`config.mk`:
```
export PLATFORM = sky130hd
export DESIGN_NAME = puct_child_select_core
export DESIGN_NICKNAME = d
export VERILOG_FILES = /design/src/hdl/pcs_pkg.sv /design/src/hdl/pcs_ctrl.sv /design/src/hdl/pcs_dp.sv /design/src/hdl/puct_child_select_core.sv
export SDC_FILE = /design/constraint.sdc
export NUM_CORES = 2
export LEC_CHECK = 0
export BUFFER_PORTS_ARGS = -buffer_cell sky130_fd_sc_hd__buf_2
export CAP_MARGIN = 20
export CORE_UTILIZATION = 50
export DETAILED_ROUTE_END_ITERATION = 8
export PLACE_DENSITY = 0.66
export SYNTH_ARGS = -nofsm -noshare
export SYNTH_HDL_FRONTEND = slang
export SYNTH_SLANG_ARGS = --single-unit
```
`constraint.sdc`:
```
create_clock -name clk -period 8.8 [get_ports clk]
set_input_delay 1.32 -clock clk [delete_from_list [all_inputs] [get_ports clk]]
set_output_delay 1.32 -clock clk [all_outputs]
set_load 0.02 [all_outputs]
```
`src/hdl/pcs_pkg.sv`:
```
// Shared constants and controller/datapath interface types for PUCT child selection.
`timescale 1ns / 1ps
`default_nettype none
package pcs_pkg;
  localparam int MAX_CHILDREN = 8;
  localparam int CNT_W = $clog2(MAX_CHILDREN);
  localparam int DIV_STEPS = 34;
  localparam int SQRT_STEPS = 24;
  localparam int STEP_W = $clog2(DIV_STEPS);
  localparam logic [15:0] EXPLORE_RESET = 16'd8192;

  typedef struct packed {
    logic load;
    logic div_step;
    logic sqrt_step;
    logic mul1;
    logic mul2;
    logic start2;
    logic score;
    logic emit;
  } pcs_cmd_t;

  typedef struct packed {
    logic emit_due;
    logic out_free;
  } pcs_status_t;
endpackage
`default_nettype wire

```
`src/hdl/pcs_ctrl.sv`:
```
// Sequencer for the per-child scoring steps.
`timescale 1ns / 1ps
`default_nettype none
module pcs_ctrl (
  input  wire logic               clk,
  input  wire logic               rst_n,
  input  wire logic               in_valid,
  output logic                    in_stall,
  input  wire pcs_pkg::pcs_status_t status,
  output pcs_pkg::pcs_cmd_t       cmd
);
  typedef enum logic [7:0] {
    S_IDLE   = 8'b00000001,
    S_RUN1   = 8'b00000010,
    S_MUL1   = 8'b00000100,
    S_MUL2   = 8'b00001000,
    S_START2 = 8'b00010000,
    S_RUN2   = 8'b00100000,
    S_SCORE  = 8'b01000000,
    S_FINISH = 8'b10000000
  } state_t;

  state_t state_r, state_nxt;
  logic [pcs_pkg::STEP_W-1:0] cnt_r, cnt_nxt;
  logic last_step;

  assign last_step = (cnt_r == pcs_pkg::STEP_W'(pcs_pkg::DIV_STEPS - 1));
  assign in_stall = (state_r != S_IDLE);

  always_comb begin
    state_nxt = state_r;
    cnt_nxt = cnt_r;
    cmd = '0;
    unique case (state_r)
      S_IDLE: begin
        cnt_nxt = '0;
        if (in_valid) begin
          cmd.load = 1'b1;
          state_nxt = S_RUN1;
        end
      end
      S_RUN1: begin
        cmd.div_step = 1'b1;
        cmd.sqrt_step = (cnt_r < pcs_pkg::STEP_W'(pcs_pkg::SQRT_STEPS));
        cnt_nxt = cnt_r + 1'b1;
        if (last_step) begin
          state_nxt = S_MUL1;
        end
      end
      S_MUL1: begin
        cmd.mul1 = 1'b1;
        state_nxt = S_MUL2;
      end
      S_MUL2: begin
        cmd.mul2 = 1'b1;
        state_nxt = S_START2;
      end
      S_START2: begin
        cmd.start2 = 1'b1;
        cnt_nxt = '0;
        state_nxt = S_RUN2;
      end
      S_RUN2: begin
        cmd.div_step = 1'b1;
        cnt_nxt = cnt_r + 1'b1;
        if (last_step) begin
          state_nxt = S_SCORE;
        end
      end
      S_SCORE: begin
        // The second quotient is complete only after the last divide step.
        cmd.score = 1'b1;
        state_nxt = S_FINISH;
      end
      S_FINISH: begin
        // When a word is due, hold here until the output register can take it.
        if (!status.emit_due) begin
          state_nxt = S_IDLE;
        end else if (status.out_free) begin
          cmd.emit = 1'b1;
          state_nxt = S_IDLE;
        end
      end
      default: begin
        state_nxt = S_IDLE;
      end
    endcase
  end

  always_ff @(posedge clk) begin
    if (!rst_n) begin
      state_r <= S_IDLE;
      cnt_r <= '0;
    end else begin
      state_r <= state_nxt;
      cnt_r <= cnt_nxt;
    end
  end

`ifndef NO_ASSERTIONS
  a_load_idle: assert property (@(posedge clk) disable iff (!rst_n)
    cmd.load |=> (state_r == S_RUN1) && (cnt_r == '0))
    else $error("load did not start the first phase");
  a_emit_due: assert property (@(posedge clk) disable iff (!rst_n)
    cmd.emit |-> status.emit_due && status.out_free)
    else $error("emit without a free output");
`endif
endmodule
`default_nettype wire

```
`src/hdl/pcs_dp.sv`:
```
// Datapath: divider, square root, multipliers, running best and output register.
`timescale 1ns / 1ps
`default_nettype none
module pcs_dp (
  input  wire logic               clk,
  input  wire logic               rst_n,
  input  wire pcs_pkg::pcs_cmd_t  cmd,
  output pcs_pkg::pcs_status_t    status,
  input  wire logic               cfg_wr_en,
  input  wire logic [15:0]        cfg_wr_data,
  input  wire logic [5:0]         in_child_action,
  input  wire logic [15:0]        in_parent_visits,
  input  wire logic [15:0]        in_child_visits,
  input  wire logic signed [31:0] in_child_value_sum,
  input  wire logic [7:0]         in_child_pending_loss,
  input  wire logic [15:0]        in_child_prior,
  input  wire logic               in_last_child,
  output logic                    out_valid,
  input  wire logic               out_stall,
  output logic [5:0]              out_chosen_action,
  output logic signed [31:0]      out_chosen_score,
  output logic [7:0]              out_chosen_loss_next
);
  logic [15:0] cw_r;
  logic [5:0] act_r;
  logic [15:0] nv_r, prior_r;
  logic [7:0] loss_r;
  logic last_r, neg_r, nz_r;

  logic [33:0] dq_r;
  logic [16:0] drem_r, dsor_r;
  logic [47:0] srad_r;
  logic [26:0] srem_r;
  logic [23:0] sroot_r;
  logic [39:0] p1_r;
  logic [55:0] p2_r;
  logic signed [35:0] q_r;

  logic signed [31:0] best_score_r;
  logic [5:0] best_action_r;
  logic [7:0] best_loss_r;
  logic best_valid_r, emit_r;
  logic [pcs_pkg::CNT_W-1:0] count_r;

  logic out_valid_r;
  logic [5:0] out_action_r;
  logic signed [31:0] out_score_r;
  logic [7:0] out_loss_r;

  logic signed [33:0] adj;
  logic [17:0] dtrial;
  logic dbit;
  logic [26:0] srem2, strial;
  logic sbit;
  logic signed [34:0] m_val;
  logic signed [35:0] x_val;
  logic signed [36:0] sum;
  logic signed [31:0] sc;
  logic take;

  assign adj = {{2{in_child_value_sum[31]}}, in_child_value_sum}
             + $signed({10'b0, in_child_pending_loss, 16'b0});
  assign dtrial = {drem_r, dq_r[33]};
  assign dbit = (dtrial >= {1'b0, dsor_r});
  assign srem2 = {srem_r[24:0], srad_r[47:46]};
  assign strial = {1'b0, sroot_r, 2'b01};
  assign sbit = (srem2 >= strial);

  // Quotient carries the magnitude; the sign comes back here.
  assign m_val = neg_r ? -$signed({1'b0, dq_r}) : $signed({1'b0, dq_r});
  assign x_val = 36'sd65536 - {m_val[34], m_val};

  assign sum = {q_r[35], q_r} + $signed({9'b0, dq_r[27:0]});
  always_comb begin
    if (sum > 37'sd2147483647) begin
      sc = 32'sh7fffffff;
    end else if (sum < -37'sd2147483648) begin
      sc = 32'sh80000000;
    end else begin
      sc = sum[31:0];
    end
  end
  assign take = !best_valid_r || (sc > best_score_r);

  assign status.emit_due = emit_r;
  assign status.out_free = !out_valid_r || !out_stall;

  always_ff @(posedge clk) begin
    if (cmd.load) begin
      act_r <= in_child_action;
      nv_r <= in_child_visits;
      loss_r <= in_child_pending_loss;
      prior_r <= in_child_prior;
      last_r <= in_last_child;
      neg_r <= adj[33];
      nz_r <= (in_child_visits == 16'd0);
      dq_r <= adj[33] ? 34'(-adj) : 34'(adj);
      drem_r <= '0;
      dsor_r <= {1'b0, in_child_visits};
      srad_r <= {in_parent_visits, 32'b0};
      srem_r <= '0;
      sroot_r <= '0;
    end else begin
      if (cmd.div_step) begin
        drem_r <= dbit ? 17'(dtrial - {1'b0, dsor_r}) : dtrial[16:0];
        dq_r <= {dq_r[32:0], dbit};
      end
      if (cmd.sqrt_step) begin
        srem_r <= sbit ? (srem2 - strial) : srem2;
        sroot_r <= {sroot_r[22:0], sbit};
        srad_r <= {srad_r[45:0], 2'b00};
      end
      if (cmd.start2) begin
        dq_r <= {6'b0, p2_r[55:28]};
        drem_r <= '0;
        dsor_r <= {1'b0, nv_r} + 17'd1;
      end
    end
    if (cmd.mul1) begin
      p1_r <= cw_r * sroot_r;
      q_r <= nz_r ? 36'sd0 : ((x_val + $signed({35'b0, x_val[35]})) >>> 1);
    end
    if (cmd.mul2) begin
      p2_r <= p1_r * prior_r;
    end
    if (cmd.emit) begin
      out_action_r <= best_action_r;
      out_score_r <= best_score_r;
      out_loss_r <= (best_loss_r == 8'd255) ? 8'd255 : best_loss_r + 8'd1;
    end
  end

  always_ff @(posedge clk) begin
    if (!rst_n) begin
      cw_r <= pcs_pkg::EXPLORE_RESET;
      best_score_r <= 32'sh80000000;
      best_action_r <= '0;
      best_loss_r <= '0;
      best_valid_r <= 1'b0;
      count_r <= '0;
      emit_r <= 1'b0;
      out_valid_r <= 1'b0;
    end else begin
      if (cfg_wr_en) begin
        cw_r <= cfg_wr_data;
      end
      if (cmd.score) begin
        if (take) begin
          best_score_r <= sc;
          best_action_r <= act_r;
          best_loss_r <= loss_r;
        end
        best_valid_r <= 1'b1;
        emit_r <= last_r || (count_r == pcs_pkg::CNT_W'(pcs_pkg::MAX_CHILDREN - 1));
        count_r <= count_r + 1'b1;
      end
      if (cmd.emit) begin
        best_score_r <= 32'sh80000000;
        best_action_r <= '0;
        best_loss_r <= '0;
        best_valid_r <= 1'b0;
        count_r <= '0;
        emit_r <= 1'b0;
        out_valid_r <= 1'b1;
      end else if (!out_stall) begin
        out_valid_r <= 1'b0;
      end
    end
  end

  assign out_valid = out_valid_r;
  assign out_chosen_action = out_action_r;
  assign out_chosen_score = out_score_r;
  assign out_chosen_loss_next = out_loss_r;

`ifndef NO_ASSERTIONS
  a_emit_clears: assert property (@(posedge clk) disable iff (!rst_n)
    cmd.emit |=> !best_valid_r && (count_r == '0) && out_valid_r)
    else $error("emit did not clear the running best");
  a_score_valid: assert property (@(posedge clk) disable iff (!rst_n)
    cmd.score |=> best_valid_r)
    else $error("scored child left no running best");
  a_out_hold: assert property (@(posedge clk) disable iff (!rst_n)
    out_valid_r && out_stall |=> out_valid_r && $stable(out_score_r))
    else $error("stalled output word changed");
`endif
endmodule
`default_nettype wire

```
`src/hdl/puct_child_select_core.sv`:
```
// Top level of PUCT child selection: controller plus datapath.
//   channel   direction  handshake            payload
//   in_       input      in_valid/in_stall    one child's statistics
//   out_      output     out_valid/out_stall  winner of one node
//   cfg_      input      cfg_wr_en            explore weight (Q4.12)
// Each child passes from acceptance to the next acceptance through two passes of
// a 34-step bit-serial divider (the square root runs during the first), two
// multiplies and a scoring step. in_stall is high while a child is in work and
// while a finished word waits for a full output register. Reset is synchronous.
`timescale 1ns / 1ps
`default_nettype none
module puct_child_select_core (
  input  wire logic               clk,
  input  wire logic               rst_n,
  input  wire logic               cfg_wr_en,
  input  wire logic [15:0]        cfg_wr_data,
  input  wire logic               in_valid,
  output logic                    in_stall,
  input  wire logic [5:0]         in_child_action,
  input  wire logic [15:0]        in_parent_visits,
  input  wire logic [15:0]        in_child_visits,
  input  wire logic signed [31:0] in_child_value_sum,
  input  wire logic [7:0]         in_child_pending_loss,
  input  wire logic [15:0]        in_child_prior,
  input  wire logic               in_last_child,
  output logic                    out_valid,
  input  wire logic               out_stall,
  output logic [5:0]              out_chosen_action,
  output logic signed [31:0]      out_chosen_score,
  output logic [7:0]              out_chosen_loss_next
);
  pcs_pkg::pcs_cmd_t cmd;
  pcs_pkg::pcs_status_t status;

  pcs_ctrl u_ctrl (
    .clk      (clk),
    .rst_n    (rst_n),
    .in_valid (in_valid),
    .in_stall (in_stall),
    .status   (status),
    .cmd      (cmd)
  );

  pcs_dp u_dp (
    .clk                   (clk),
    .rst_n                 (rst_n),
    .cmd                   (cmd),
    .status                (status),
    .cfg_wr_en             (cfg_wr_en),
    .cfg_wr_data           (cfg_wr_data),
    .in_child_action       (in_child_action),
    .in_parent_visits      (in_parent_visits),
    .in_child_visits       (in_child_visits),
    .in_child_value_sum    (in_child_value_sum),
    .in_child_pending_loss (in_child_pending_loss),
    .in_child_prior        (in_child_prior),
    .in_last_child         (in_last_child),
    .out_valid             (out_valid),
    .out_stall             (out_stall),
    .out_chosen_action     (out_chosen_action),
    .out_chosen_score      (out_chosen_score),
    .out_chosen_loss_next  (out_chosen_loss_next)
  );
endmodule
`default_nettype wire

```
* After elaboration in Yosys (flattened, before gate mapping) *
Index checks and enable logic that the tools add are counted.

cells by class
  add/subtract/negate cells = 12
  $mul = 2
  $lt $le $gt $ge = 6
  equal/unequal tests = 17
  muxes and demuxes = 33
  bitwise gates (word level) = 1
  reductions and logical operators = 17

operators by type and width
  kind                      count
  $mux W34                  4
  $mux W48                  2
  $mux W32                  2
  $pmux W8 S8               1
  $mul A40 B16 Y56          1
  $mul A16 B24 Y40          1
  $mux W8                   5
  $gt A37 B32 Y1 const B    1
  $lt A37 B32 Y1 const B    1
  $add A35 B29 Y36          1
  $add A36 B2 Y36           1
  $sub A18 B35 Y36 const A  1
  $mux W35                  1
  $neg A34 Y35              1
  $neg A34 Y34              1
  $add A32 B25 Y33          1
  $gt A32 B32 Y1            1
  $mux W16                  2
  $ge A27 B26 Y1            1
  $mux W25                  1
  $sub A25 B25 Y25          1
  $ge A18 B17 Y1            1
  $add A16 B1 Y17 const B   1
  $mux W17                  1
  30 further kinds          54

storage, ports and cells
  register bits = 441
  bits of input ports = 116
  output and inout bits = 48

* Logic depth before layout (Yosys ltp) *
  depth after elaboration = 7
  depth in mapped cells = 32

* Modules after synthesis *
A second synthesis with hierarchy kept.

unflattened totals
  cell total of the unflattened synthesis = 5952
  area, all modules = 54937.7 µm²

modules (own cells, without submodules)
  module    instances  cells each  area each (µm²)
  pcs_dp    1          5848        54063.1
  pcs_ctrl  1          104         874.6

* Worst setup path after synthesis *
No wires, ideal clock.

  kind = flip-flop to flip-flop
  from = register u_dp.sroot_r[7]
  to = register u_dp.p1_r[38], data pin
  arrival time = 7.074 ns
  path slack = 1.468 ns
  cell stages (with the launch flop) = 28
  path buffers = 2
  clock period less this slack = 7.332 ns
  cells stage by stage = dfxtp_1 -> clkbuf_1 -> clkbuf_1 -> nand2_1 -> fa_1 -> inv_1 -> fa_1 -> inv_1 -> fa_1 -> inv_1 -> fa_1 -> inv_1 -> fa_1 -> inv_1 -> fa_1 -> ha_1 -> a21o_1 -> a21o_1 -> a2111oi_0 -> a21oi_1 -> a21o_1 -> a41o_1 -> nor4_1 -> nor4_1 -> or4_1 -> a31o_2 -> a21oi_1 -> xnor2_1

on the way
  longest elaborated chain between the ends = 1

RTL lines
  what                    RTL line       RTL
  start, declared         pcs_dp.sv:34   logic [23:0] sroot_r;
  start signal, assigned  pcs_dp.sv:110  sroot_r <= {sroot_r[22:0], sbit};
  $mul A16 B24 Y40        pcs_dp.sv:120  p1_r <= cw_r * sroot_r;
  end signal, assigned    pcs_dp.sv:120
  end, declared           pcs_dp.sv:35   logic [39:0] p1_r;

No other way between the ends.
A chain may end at the register's enable or synchronous reset.

* Worst setup path in the final report *
  from = register u_dp.prior_r[8]
  to = register u_dp.p2_r[55], data pin

on the way
  longest elaborated chain between the ends = 1

RTL lines
  what                    RTL line       RTL
  start, declared         pcs_dp.sv:26   logic [15:0] nv_r, prior_r;
  start signal, assigned  pcs_dp.sv:93   prior_r <= in_child_prior;
  $mul A40 B16 Y56        pcs_dp.sv:124  p2_r <= p1_r * prior_r;
  end signal, assigned    pcs_dp.sv:124
  end, declared           pcs_dp.sv:36   logic [55:0] p2_r;

No other way between the ends.

==> impl_metrics.xml <==
<?xml version="1.0" encoding="UTF-8"?>
<metrics>
  <group name="status">
    <metric name="status" unit="">finished, final reports clean</metric>
  </group>
  <group name="clock_tree">
    <metric name="cts_buffers" unit="">50</metric>
    <metric name="cts.sink_count" unit="">413</metric>
    <metric name="cts_root_buf" unit="">sky130_fd_sc_hd__clkbuf_16</metric>
    <metric name="clock_insertion_delay_worst_skew" unit="ns">0.65</metric>
    <metric name="cts_repair_resize_count" unit="">0</metric>
    <metric name="cts_buffer_depth" unit="">3</metric>
    <metric name="post_cts_hold_buffer_count" unit="">0</metric>
    <metric name="worst_setup_hold_path_clk_slew" unit="ns">0.06</metric>
    <metric name="cts.repair_timing.setup_buffer_count" unit="">0</metric>
    <metric name="clock_tree_from_tritoncts" unit="">done</metric>
    <metric name="htreeDepth" unit="">2</metric>
  </group>
  <group name="sta">
    <metric name="post_route_setup_tns" unit="ns">0</metric>
    <metric name="final_hold_viol_count" unit="">0</metric>
    <metric name="final-setup-viol-count" unit="">0</metric>
    <metric name="fmax" unit="MHz">120.9</metric>
    <metric name="final_min_period_over_clock_period" unit="">0.9402</metric>
    <metric name="tightest_slew" unit="ns">1.090</metric>
    <metric name="post-route-min-period" unit="ns">8.273</metric>
    <metric name="unrepaired_setup_endpoints_after_global_routing" unit="">no</metric>
    <metric name="timing.slew.headroom" unit="">0.2733</metric>
    <metric name="final-max-slew-violation-count" unit="">0</metric>
    <metric name="clock-skew-final" unit="ns">0.02703</metric>
    <metric name="post-route-worst-setup-slack" unit="ns">0.5267</metric>
  </group>
  <group name="critical_path">
    <metric name="crit_path_max_incr_delay" unit="ns">0.63</metric>
    <metric name="critical_path_required" unit="ns">9.17</metric>
    <metric name="critical_path.slowest_cell" unit="">sky130_fd_sc_hd__edfxtp_1</metric>
    <metric name="worstSetupPathType" unit="">reg2reg</metric>
    <metric name="crit_fanout" unit="">31</metric>
    <metric name="category_of_the_worst_setup_path_capture_point" unit="">flip-flop</metric>
    <metric name="critical_path_arrival" unit="ns">8.64</metric>
    <metric name="worst_r2r_path_depth" unit="">28</metric>
    <metric name="worst_path_most_repeated_cell" unit="">sky130_fd_sc_hd__fa_1</metric>
    <metric name="start_kind" unit="">flip-flop</metric>
  </group>
  <group name="power">
    <metric name="netSwitchingPower" unit="mW">8.898</metric>
    <metric name="power_report.internal_total" unit="mW">9.282</metric>
    <metric name="power_per_cell_area" unit="nW/µm²">312.4</metric>
    <metric name="p_leak" unit="nW">26.85</metric>
    <metric name="vdd.ir_drop.worst" unit="mV">0.4750</metric>
    <metric name="proportion_of_power_drawn_by_flip_flops_and_latches" unit="">0.161</metric>
    <metric name="power" unit="mW">18.18</metric>
    <metric name="comb_power_share" unit="">0.719</metric>
    <metric name="share_clk_of_total_power" unit="">0.120</metric>
    <metric name="p_sw_frac" unit="">0.4894</metric>
  </group>
  <group name="final_layout">
    <metric name="synthToLayoutAreaGrowth" unit="%">7.887</metric>
    <metric name="nets" unit="">7291</metric>
    <metric name="layoutNonFillerInstCount" unit="">7424</metric>
    <metric name="register_area" unit="µm²">10910</metric>
    <metric name="num-fill-cells" unit="">9681</metric>
    <metric name="fraction_of_layout_cells_with_a_size_suffix_above_1" unit="">0.07125</metric>
    <metric name="num_antenna_cells" unit="">0</metric>
    <metric name="layout.cells.most_common_list" unit="">sky130_fd_sc_hd__nand2_1 (979), sky130_fd_sc_hd__inv_1 (966), sky130_fd_sc_hd__fa_1 (838)</metric>
    <metric name="leading_cell_type_in_the_layout_fill_and_taps_excluded" unit="">sky130_fd_sc_hd__nand2_1</metric>
    <metric name="multiInputGateArea" unit="µm²">38340</metric>
    <metric name="final_area" unit="µm²">58190</metric>
  </group>
  <group name="yosys">
    <metric name="synth_sequential_area_ratio" unit="">0.2023</metric>
    <metric name="synth-simple-area-share" unit="">0.1739</metric>
    <metric name="netlist_top_cells_area" unit="">sky130_fd_sc_hd__fa_1 (31%), sky130_fd_sc_hd__edfxtp_1 (15%), sky130_fd_sc_hd__ha_1 (8.3%)</metric>
    <metric name="syn-cell-area" unit="µm²">53940</metric>
    <metric name="fraction_of_synthesized_area_in_multiplexers" unit="">0.01218</metric>
    <metric name="synth_seq_cells" unit="">413</metric>
    <metric name="synth_async_sr_flop_share" unit="">0</metric>
    <metric name="synth_area_per_cell" unit="µm²">9.090</metric>
    <metric name="yosys.area.top_type_share" unit="">0.3110</metric>
    <metric name="synth_compound_area_frac" unit="">0.08689</metric>
    <metric name="synth_edf_count" unit="">264</metric>
    <metric name="yosys.area.top_type" unit="">sky130_fd_sc_hd__fa_1</metric>
    <metric name="synth_xor_area_frac" unit="">0.04282</metric>
    <metric name="synth_cell_type_count" unit="">92</metric>
    <metric name="synthAdderAreaFrac" unit="">0.3938</metric>
    <metric name="synthesis.yosys.warnings" unit="">0</metric>
    <metric name="most_common_flop_cell_mapped_by_yosys" unit="">sky130_fd_sc_hd__edfxtp_1</metric>
    <metric name="synth_nets" unit="">7245</metric>
    <metric name="dominant_combinational_cell_family_by_area_after_synthesis" unit="">adder cells</metric>
    <metric name="syn-instance-count" unit="">5934</metric>
  </group>
  <group name="drt">
    <metric name="drt_first_pass_iters" unit="">7</metric>
    <metric name="detail_route.wirelength" unit="µm">146300</metric>
    <metric name="post_drt_wl_per_cell" unit="µm">19.70</metric>
    <metric name="total_via_count_in_the_routed_design" unit="">41110</metric>
    <metric name="number_of_remaining_drc_errors" unit="">0</metric>
    <metric name="antenna_left" unit="">0</metric>
    <metric name="viasPerCell" unit="">5.537</metric>
    <metric name="drt_first_iter_violations" unit="">2645</metric>
  </group>
  <group name="min_path">
    <metric name="hold-path-cell-count" unit="">0</metric>
    <metric name="worst_hold_path_type" unit="">reg2reg</metric>
  </group>
  <group name="floorplan">
    <metric name="die_width" unit="µm">330.5</metric>
    <metric name="start_util" unit="">0.5039</metric>
    <metric name="core_area" unit="µm²">107100</metric>
    <metric name="chipHeight" unit="µm">330.5</metric>
    <metric name="io-pin-count" unit="">164</metric>
    <metric name="die_area" unit="µm²">109200</metric>
    <metric name="floorplan.rows" unit="">120</metric>
  </group>
  <group name="placement">
    <metric name="place.detailed.hpwl" unit="µm">115100</metric>
    <metric name="dpl_cell_area" unit="µm²">56410</metric>
    <metric name="place.gp.congestion" unit="">0.9367</metric>
    <metric name="portBuffers" unit="">163</metric>
    <metric name="placed_cells_incl_taps" unit="">7329</metric>
    <metric name="placement.setup.worst_slack" unit="ns">0.2002</metric>
  </group>
  <group name="global_route">
    <metric name="global_route_wire_length_before_repair" unit="µm">236500</metric>
    <metric name="grt_start_max_net_pins" unit="">72</metric>
    <metric name="gr-usage-met2" unit="">0.4561</metric>
    <metric name="grt_pass1_vias" unit="">42360</metric>
    <metric name="grt_util_met1" unit="">0.3720</metric>
    <metric name="globalRouteOverflowTotal" unit="">0</metric>
    <metric name="gr-usage-met3" unit="">0.04198</metric>
    <metric name="initial_antenna_violation_count" unit="">1</metric>
    <metric name="globalRouteTotalUtil" unit="">0.2771</metric>
    <metric name="top_usage_layer" unit="">met2</metric>
  </group>
  <group name="job">
    <metric name="max-cap-violations" unit="">0</metric>
  </group>
</metrics>
==> per-layer routing <==
layer	wire, µm	vias up
met3	10060	249
met5	0	-
li1	-	18930
met1	61280	20510
met2	69440	1410
met4	5475	0
==> cells in the mapped netlist (7+ instances only) <==
cell type and number:
sky130_fd_sc_hd__nand2_1 980, sky130_fd_sc_hd__inv_1 968, sky130_fd_sc_hd__fa_1 838, sky130_fd_sc_hd__ha_1 357
sky130_fd_sc_hd__and2_1 352, sky130_fd_sc_hd__clkbuf_1 270, sky130_fd_sc_hd__edfxtp_1 264, sky130_fd_sc_hd__nor2_1 251
sky130_fd_sc_hd__o21ai_0 221, sky130_fd_sc_hd__a21oi_1 192, sky130_fd_sc_hd__xnor2_1 175, sky130_fd_sc_hd__dfxtp_1 149
sky130_fd_sc_hd__nand3_1 92, sky130_fd_sc_hd__xor2_1 85, sky130_fd_sc_hd__a21o_1 63, sky130_fd_sc_hd__mux2i_1 60
sky130_fd_sc_hd__nor3_1 58, sky130_fd_sc_hd__a31oi_1 47, sky130_fd_sc_hd__nand4_1 35, sky130_fd_sc_hd__and3_1 34
sky130_fd_sc_hd__nand2b_1 31, sky130_fd_sc_hd__nor2b_1 29, sky130_fd_sc_hd__or3_1 28, sky130_fd_sc_hd__nor4_1 27
sky130_fd_sc_hd__o21a_1 26, sky130_fd_sc_hd__o31ai_1 22, sky130_fd_sc_hd__a211oi_1 20, sky130_fd_sc_hd__a21boi_0 20
sky130_fd_sc_hd__o21bai_1 19, sky130_fd_sc_hd__or2_2 15, sky130_fd_sc_hd__o211ai_1 14, sky130_fd_sc_hd__buf_1 12
sky130_fd_sc_hd__or4_1 11, sky130_fd_sc_hd__o2111ai_1 9, sky130_fd_sc_hd__buf_2 8, sky130_fd_sc_hd__nand3b_1 8
sky130_fd_sc_hd__a41o_1 7, sky130_fd_sc_hd__a41oi_1 7, sky130_fd_sc_hd__nor3b_1 7
==> final timing paths <==
path / from / slack (ns) / endpoint
worst max register to register: u_dp.prior_r[8] / 0.53 / u_dp.p2_r[55]
worst min-delay path: u_dp.best_action_r[0] / 0.43 / u_dp.out_chosen_action[0]
worst max-delay path: u_dp.prior_r[8] / 0.53 / u_dp.p2_r[55]
worst min register to register: u_dp.best_action_r[0] / 0.43 / u_dp.out_chosen_action[0]
==> layout make-up <==
cell class / instances / area share
flip-flops and latches: 413 / 0.1875
multi-input cells: 4261 / 0.6589
inverters: 968 / 0.06248
repair buffers: 286 / 0.03128
well taps: 1403 / 0.03016
clock buffers: 60 / 0.02303
clock inverters: 33 / 0.006708
==> critical path: cells and delay by family (launching register included) <==
family / cells / cell delay [ns]
flops: 1 / 0.63
xor+xnor: 1 / 0.11
compound gates: 8 / 2.20
fa+ha+maj: 7 / 3.36
buf+inv: 7 / 0.87
simple gates: 5 / 0.85
==> state kept, by name, summed over array words and instances, names as in the netlist, 17 cells and up <==
name,flops
u_dp.best_score_r,32
u_dp.dq_r,34
u_dp.drem_r,17
u_dp.dsor_r,17
u_dp.out_chosen_score,32
u_dp.p1_r,40
u_dp.p2_r,28
u_dp.q_r,35
u_dp.srem_r,25
u_dp.sroot_r,24
==> power groups by stage <==
stage,clock [mW],combinational (mW),sequential [mW]
after floorplan,0,9.22,2.82
after global placement,0,12.6,2.96
after detailed placement,0,12.8,2.96
after CTS,2.23,13.0,2.92
after global routing,2.30,14.7,2.94
final,2.18,13.1,2.92
==> per-stage QoR <==
| stage | hold slack (ns) | util |
|---|---|---|
| floorplan | 0.4076 | - |
| global placement | 0.4166 | 0.5268 |
| detailed placement | 0.4236 | 0.5270 |
| CTS | 0.4368 | 0.5431 |
| global route | 0.4517 | 0.5436 |
| finish | 0.4344 | 0.5436 |
==> cell families (layout without fill, tap and decap cells) <==
| family | Yosys count | after routing |
|---|---|---|
| flip-flops | 413 | 413 |
| adder cells (fa/ha/maj) | 1195 | 1195 |
| XOR/XNOR | 262 | 262 |
| AND/OR/NAND/NOR | 1994 | 1994 |
| buffers and inverters | 1260 | 1347 |
| AO/OA/AOI/OAI | 745 | 745 |
| multiplexers | 65 | 65 |
No activity file was read; power rests on OpenSTA's default activity.
